==> src/rtl/two_port_terminated_impedance_assert.svh <==
// Assertion macros shared by the impedance pipeline.
`ifndef TWO_PORT_TERMINATED_IMPEDANCE_ASSERT_SVH
`define TWO_PORT_TERMINATED_IMPEDANCE_ASSERT_SVH

// Same-cycle implication, checked outside reset.
`define TPTI_ASSERT_IMP(lbl, clk_i, rstn_i, ante, cons) \
	lbl: assert property (@(posedge clk_i) disable iff (!rstn_i) (ante) |-> (cons)) \
		else $error("two_port_terminated_impedance: same-cycle check failed");

// Next-cycle implication, checked outside reset.
`define TPTI_ASSERT_NEXT(lbl, clk_i, rstn_i, ante, cons) \
	lbl: assert property (@(posedge clk_i) disable iff (!rstn_i) (ante) |=> (cons)) \
		else $error("two_port_terminated_impedance: next-cycle check failed");

`endif

==> src/rtl/tpti_pkg.sv <==
`timescale 1ns / 1ps
package tpti_pkg;

	localparam int DATA_WIDTH_DEF = 32;
	localparam int FRAC_BITS_DEF  = 16;

	// Limb width of the split multipliers and their fixed latency.
	localparam int LIMB_W  = 32;
	localparam int MUL_LAT = 3;

	typedef logic [1:0] status_t;

	localparam status_t STATUS_OK       = 2'd0;
	localparam status_t STATUS_DIV_ZERO = 2'd1;
	localparam status_t STATUS_SAT      = 2'd2;

	function automatic int max2(input int a, input int b);
		return (a > b) ? a : b;
	endfunction

endpackage

==> src/rtl/tpti_mul.sv <==
`timescale 1ns / 1ps
// Signed multiplier split into limb products, three register stages.
module tpti_mul import tpti_pkg::*; #(
	parameter int A_W = 32,
	parameter int B_W = 32
) (
	input  logic                     clk,
	input  logic                     en,
	input  logic signed [A_W-1:0]    a,
	input  logic signed [B_W-1:0]    b,
	output logic signed [A_W+B_W-1:0] p
);
	localparam int NA  = (A_W + LIMB_W - 1) / LIMB_W;
	localparam int NB  = (B_W + LIMB_W - 1) / LIMB_W;
	localparam int AX  = NA * LIMB_W;
	localparam int BX  = NB * LIMB_W;
	localparam int SW  = AX + BX + 2;
	localparam int PPW = 2 * LIMB_W + 2;

	logic signed [AX-1:0]  ax;
	logic signed [BX-1:0]  bx;
	logic signed [PPW-1:0] pp_d [NA][NB];
	logic signed [PPW-1:0] pp_s1 [NA][NB];
	logic signed [SW-1:0]  row_d [NA];
	logic signed [SW-1:0]  row_s2 [NA];
	logic signed [SW-1:0]  prod_d;
	logic signed [SW-1:0]  prod_s3;

	assign ax = AX'(a);
	assign bx = BX'(b);

	// Lower limbs are unsigned, the top limb carries the sign.
	always_comb begin
		logic signed [LIMB_W:0] la;
		logic signed [LIMB_W:0] lb;
		for (int i = 0; i < NA; i++) begin
			for (int j = 0; j < NB; j++) begin
				la = {((i == NA - 1) ? ax[AX-1] : 1'b0), ax[i*LIMB_W +: LIMB_W]};
				lb = {((j == NB - 1) ? bx[BX-1] : 1'b0), bx[j*LIMB_W +: LIMB_W]};
				pp_d[i][j] = la * lb;
			end
		end
	end

	always_comb begin
		for (int i = 0; i < NA; i++) begin
			row_d[i] = '0;
			for (int j = 0; j < NB; j++) begin
				row_d[i] = row_d[i] + (SW'(pp_s1[i][j]) <<< (LIMB_W * j));
			end
		end
	end

	always_comb begin
		prod_d = '0;
		for (int i = 0; i < NA; i++) begin
			prod_d = prod_d + (row_s2[i] <<< (LIMB_W * i));
		end
	end

	always_ff @(posedge clk) begin
		if (en) begin
			for (int i = 0; i < NA; i++) begin
				for (int j = 0; j < NB; j++) begin
					pp_s1[i][j] <= pp_d[i][j];
				end
				row_s2[i] <= row_d[i];
			end
			prod_s3 <= prod_d;
		end
	end

	assign p = prod_s3[A_W+B_W-1:0];

endmodule

==> config.mk <==
export PLATFORM = sky130hd
export DESIGN_NAME = tpti_mul
export DESIGN_NICKNAME = d
export VERILOG_FILES = /design/src/rtl/two_port_terminated_impedance_assert.svh /design/src/rtl/tpti_pkg.sv /design/src/rtl/tpti_mul.sv
export SDC_FILE = /design/constraint.sdc
export NUM_CORES = 2
export LEC_CHECK = 0
export BUFFER_PORTS_ARGS = -buffer_cell sky130_fd_sc_hd__buf_4
export CORE_MARGIN = 10
export CORE_UTILIZATION = 48
export DETAILED_ROUTE_END_ITERATION = 10
export HOLD_SLACK_MARGIN = 0.12
export SYNTH_ARGS = -nofsm -noshare
export SYNTH_HDL_FRONTEND = slang
export SYNTH_SLANG_ARGS = --single-unit
==> constraint.sdc <==
create_clock -name clk -period 16.8 [get_ports clk]
set_clock_uncertainty 0.2 [all_clocks]
set_input_delay 3.36 -clock clk [delete_from_list [all_inputs] [get_ports clk]]
set_output_delay 3.36 -clock clk [all_outputs]
set_load 0.02 [all_outputs]
==> results.json <==
{
  "maxCapViolCount": 0,
  "die_area_um2": 99620,
  "root_buffer": "clkbuf_16",
  "min_path_type": "flop to flop",
  "ctsHoldBuffers": 0,
  "synth_area_leader_cell": "fa_1",
  "grt_pass1_wl_mm": 171.2,
  "htreeDepth": 4,
  "synthMuxAreaShare_pct": 0.02386,
  "post-route-period-util_pct": 68.18,
  "min_delay_path_depth": 0,
  "grt_overflow": 0,
  "yosys_warnings": 0,
  "path_clk_slew_ns": 0.07,
  "crit_top_cell": "fa_1",
  "synth_top_family_by_area": "adder cells",
  "synth_flop_cell": "edfxtp_1",
  "cts_tree": "yes",
  "synth_edf_count": 192,
  "setup_violations": 0,
  "highest_layer": "met5",
  "row_count": 108,
  "die_h_um": 315.6,
  "final_util_pct": 50.98,
  "status": "finished clean",
  "final_nets": 5357,
  "floorplan.initialDensity_pct": 48.35,
  "met1Wirelength_mm": 40.45,
  "max_freq_mhz": 87.30,
  "crit_path_max_fanout": 32,
  "crit_required_ns": 16.78,
  "yosysSeqAreaShare_pct": 13.74,
  "drt_wl_total_mm": 107.9,
  "synth_compound_area_share_pct": 3.275,
  "syn_inst": 4083,
  "crit_family": "adder cells",
  "crit_arrival_ns": 11.43,
  "syn_nets": 5415,
  "area_delta_synth_final_pct": 5.438,
  "clkLatencyLatePin_ns": 0.43,
  "die_x_um": 315.6,
  "port_buffers": 129,
  "synth.distinct_cells": 52,
  "nFillCells": 8101,
  "drc_errors": 0,
  "synth_xor_area_share_pct": 1.503,
  "hold_viol_final": 0,
  "slowest_stage": "fa_1",
  "ys_seq_elements": 192,
  "path_class": "primary input to flop",
  "tightestPinTransition_ns": 1.047,
  "syn_area_um2": 41950,
  "setup_tns_ns": 0,
  "max_stage_delay_ns": 0.87,
  "synth-simple-area-share_pct": 13.94,
  "hpwl_mm": 86.10,
  "pin_count": 130,
  "cp_num_buf_inv": 8,
  "vias": 27258,
  "cts_sinks": 192,
  "antenna_found_initial": 4,
  "cts_resized": 0,
  "drtIter0Drc": 1679,
  "avgSynthCellArea_um2": 10.27,
  "drv_slew": 0,
  "end_kind": "flop",
  "grt_pass1_vias": 29986,
  "dr.pass1.iters": 6,
  "async_reset_ff_share_pct": 0,
  "vias_per_cell": 5.248,
  "coreArea_um2": 86750,
  "cts_max_path_buffers": 2,
  "wl_met3_mm": 5.392,
  "max_slew_margin_pct": 29.59,
  "routabilityCongestion": 0.9064,
  "grtUsageTotal_pct": 22.32,
  "postCtsSetupBuffers": 0,
  "yosys-top-cells-area": "fa_1, edfxtp_1, inv_1",
  "drt.antenna.violating_nets": 0,
  "startpoint_type": "primary input",
  "synth.top_cell.area_share_pct": 51.64,
  "drt-wirelength-per-cell_um": 20.78,
  "worst-path-stages": 26,
  "period_needed_ns": 11.45,
  "drive_gt1_share_pct": 4.235,
  "wl_met2_mm": 57.54,
  "grt_setup_unrepaired": "false",
  "worstRegToRegCells": 0,
  "cts_buffers": 17,
  "grt_max_degree": 110,
  "synth_fa_ha_area_share_pct": 57.13
}
-- flip-flops by register name, indices dropped and copies added (netlist names) --
signal   count
pp_s1       64
prod_s3     63
row_s2      64
prod_d       1
-- per-stage QoR --
stage	setup slack [ns]	hold slack [ns]	cells	instance area [um^2]
5_1_grt	4.924	0.2148	5193	44230
2_1_floorplan	5.877	0.2003	4083	41950
3_5_place_dp	4.972	0.2045	5161	43610
6_report	5.345	0.2156	5194	44230
4_1_cts	5.428	0.2144	5193	44230
3_3_place_gp	5.213	0.2011	5161	43610
-- cells by family (layout without fill, tap and decap cells) --
kind of cell | after synthesis | in the layout
XOR/XNOR | 72 | 72
AO/OA/AOI/OAI | 217 | 217
flip-flops | 192 | 192
other | 0 | 1
AND/OR/NAND/NOR | 1174 | 1174
adder cells (fa/ha/maj) | 1266 | 1266
buffers and inverters | 1161 | 1116
multiplexers | 1 | 1
-- cell usage in the layout, fill, tap and decap left out, types with 3 or more instances in the layout --
cell        count
o31ai_1         7
and3_1          5
o21bai_1       14
o21ai_0        35
edfxtp_1      192
o2111ai_1       3
o211ai_1        6
a21o_1         24
clkinv_8        3
xor2_1         25
nor2_1         57
nor3_1         15
a21oi_1        70
inv_1         951
fa_1         1082
nand3_1        12
buf_4         131
a211oi_1        7
clkinvlp_4      3
inv_6           3
o21ai_1        12
nor4_1          6
ha_1          184
xnor2_1        47
nor2b_1         4
a31oi_1        10
nand2_1       530
nand4_1        13
and2_1        518
o21a_1          7
inv_8           3
nand2b_1        9
clkbuf_16      17
-- cell type report --
cell class                      instances  area [um^2]  area share, %
Antenna cell                            1        2.502       0.005658
Multi-Input combinational cell       2730        31820          71.95
Sequential cell                       192         5766          13.04
Clock inverter                         15        195.2         0.4413
Inverter                              952         3573          8.079
Tap cell                             1155         1445          3.267
Clock buffer                           17        425.4         0.9618
Timing Repair Buffer                  132        997.2          2.255
-- routing by layer --
metal,vias to the layer above,global-route usage (%)
met4,8,7.914
met2,759,40.39
met1,14554,26.97
met5,-,0
li1,11767,-
met3,170,3.088
-- synth_stat cells (all sizes together), types with 2 or more instances --
cell     count
nand3b       2
nor2b        4
ha         184
nand2b       9
nor2        58
clkbuf     208
a22oi        2
o2111ai      3
fa        1082
a21o        24
nand3       12
a31oi       11
and2       518
nand4       13
o31ai        7
a21boi       3
o31a         2
a311oi       2
nand2      530
inv        951
and3         5
o21bai      14
a211oi       8
xor2        25
o211ai       6
edfxtp     192
xnor2       47
a221oi       3
o21ai       47
nor4         6
o21a         7
nor3        15
a21oi       71
-- worst paths after layout --
| path | startpoint | end | slack [ns] |
|---|---|---|---|
| worst max-delay path | b[5] | pp_s1[0][61] | 5.35 |
| worst min-delay path | pp_s1[0][11] | row_s2[0][11] | 0.22 |
| worst max register to register | pp_s1[0][61] | row_s2[0][61] | 15.84 |
| worst min register to register | pp_s1[0][11] | row_s2[0][11] | 0.22 |
Power is left out: the tool's default activity adds up to more than one toggle a clock period on the data nets, which glitch-free logic cannot reach.
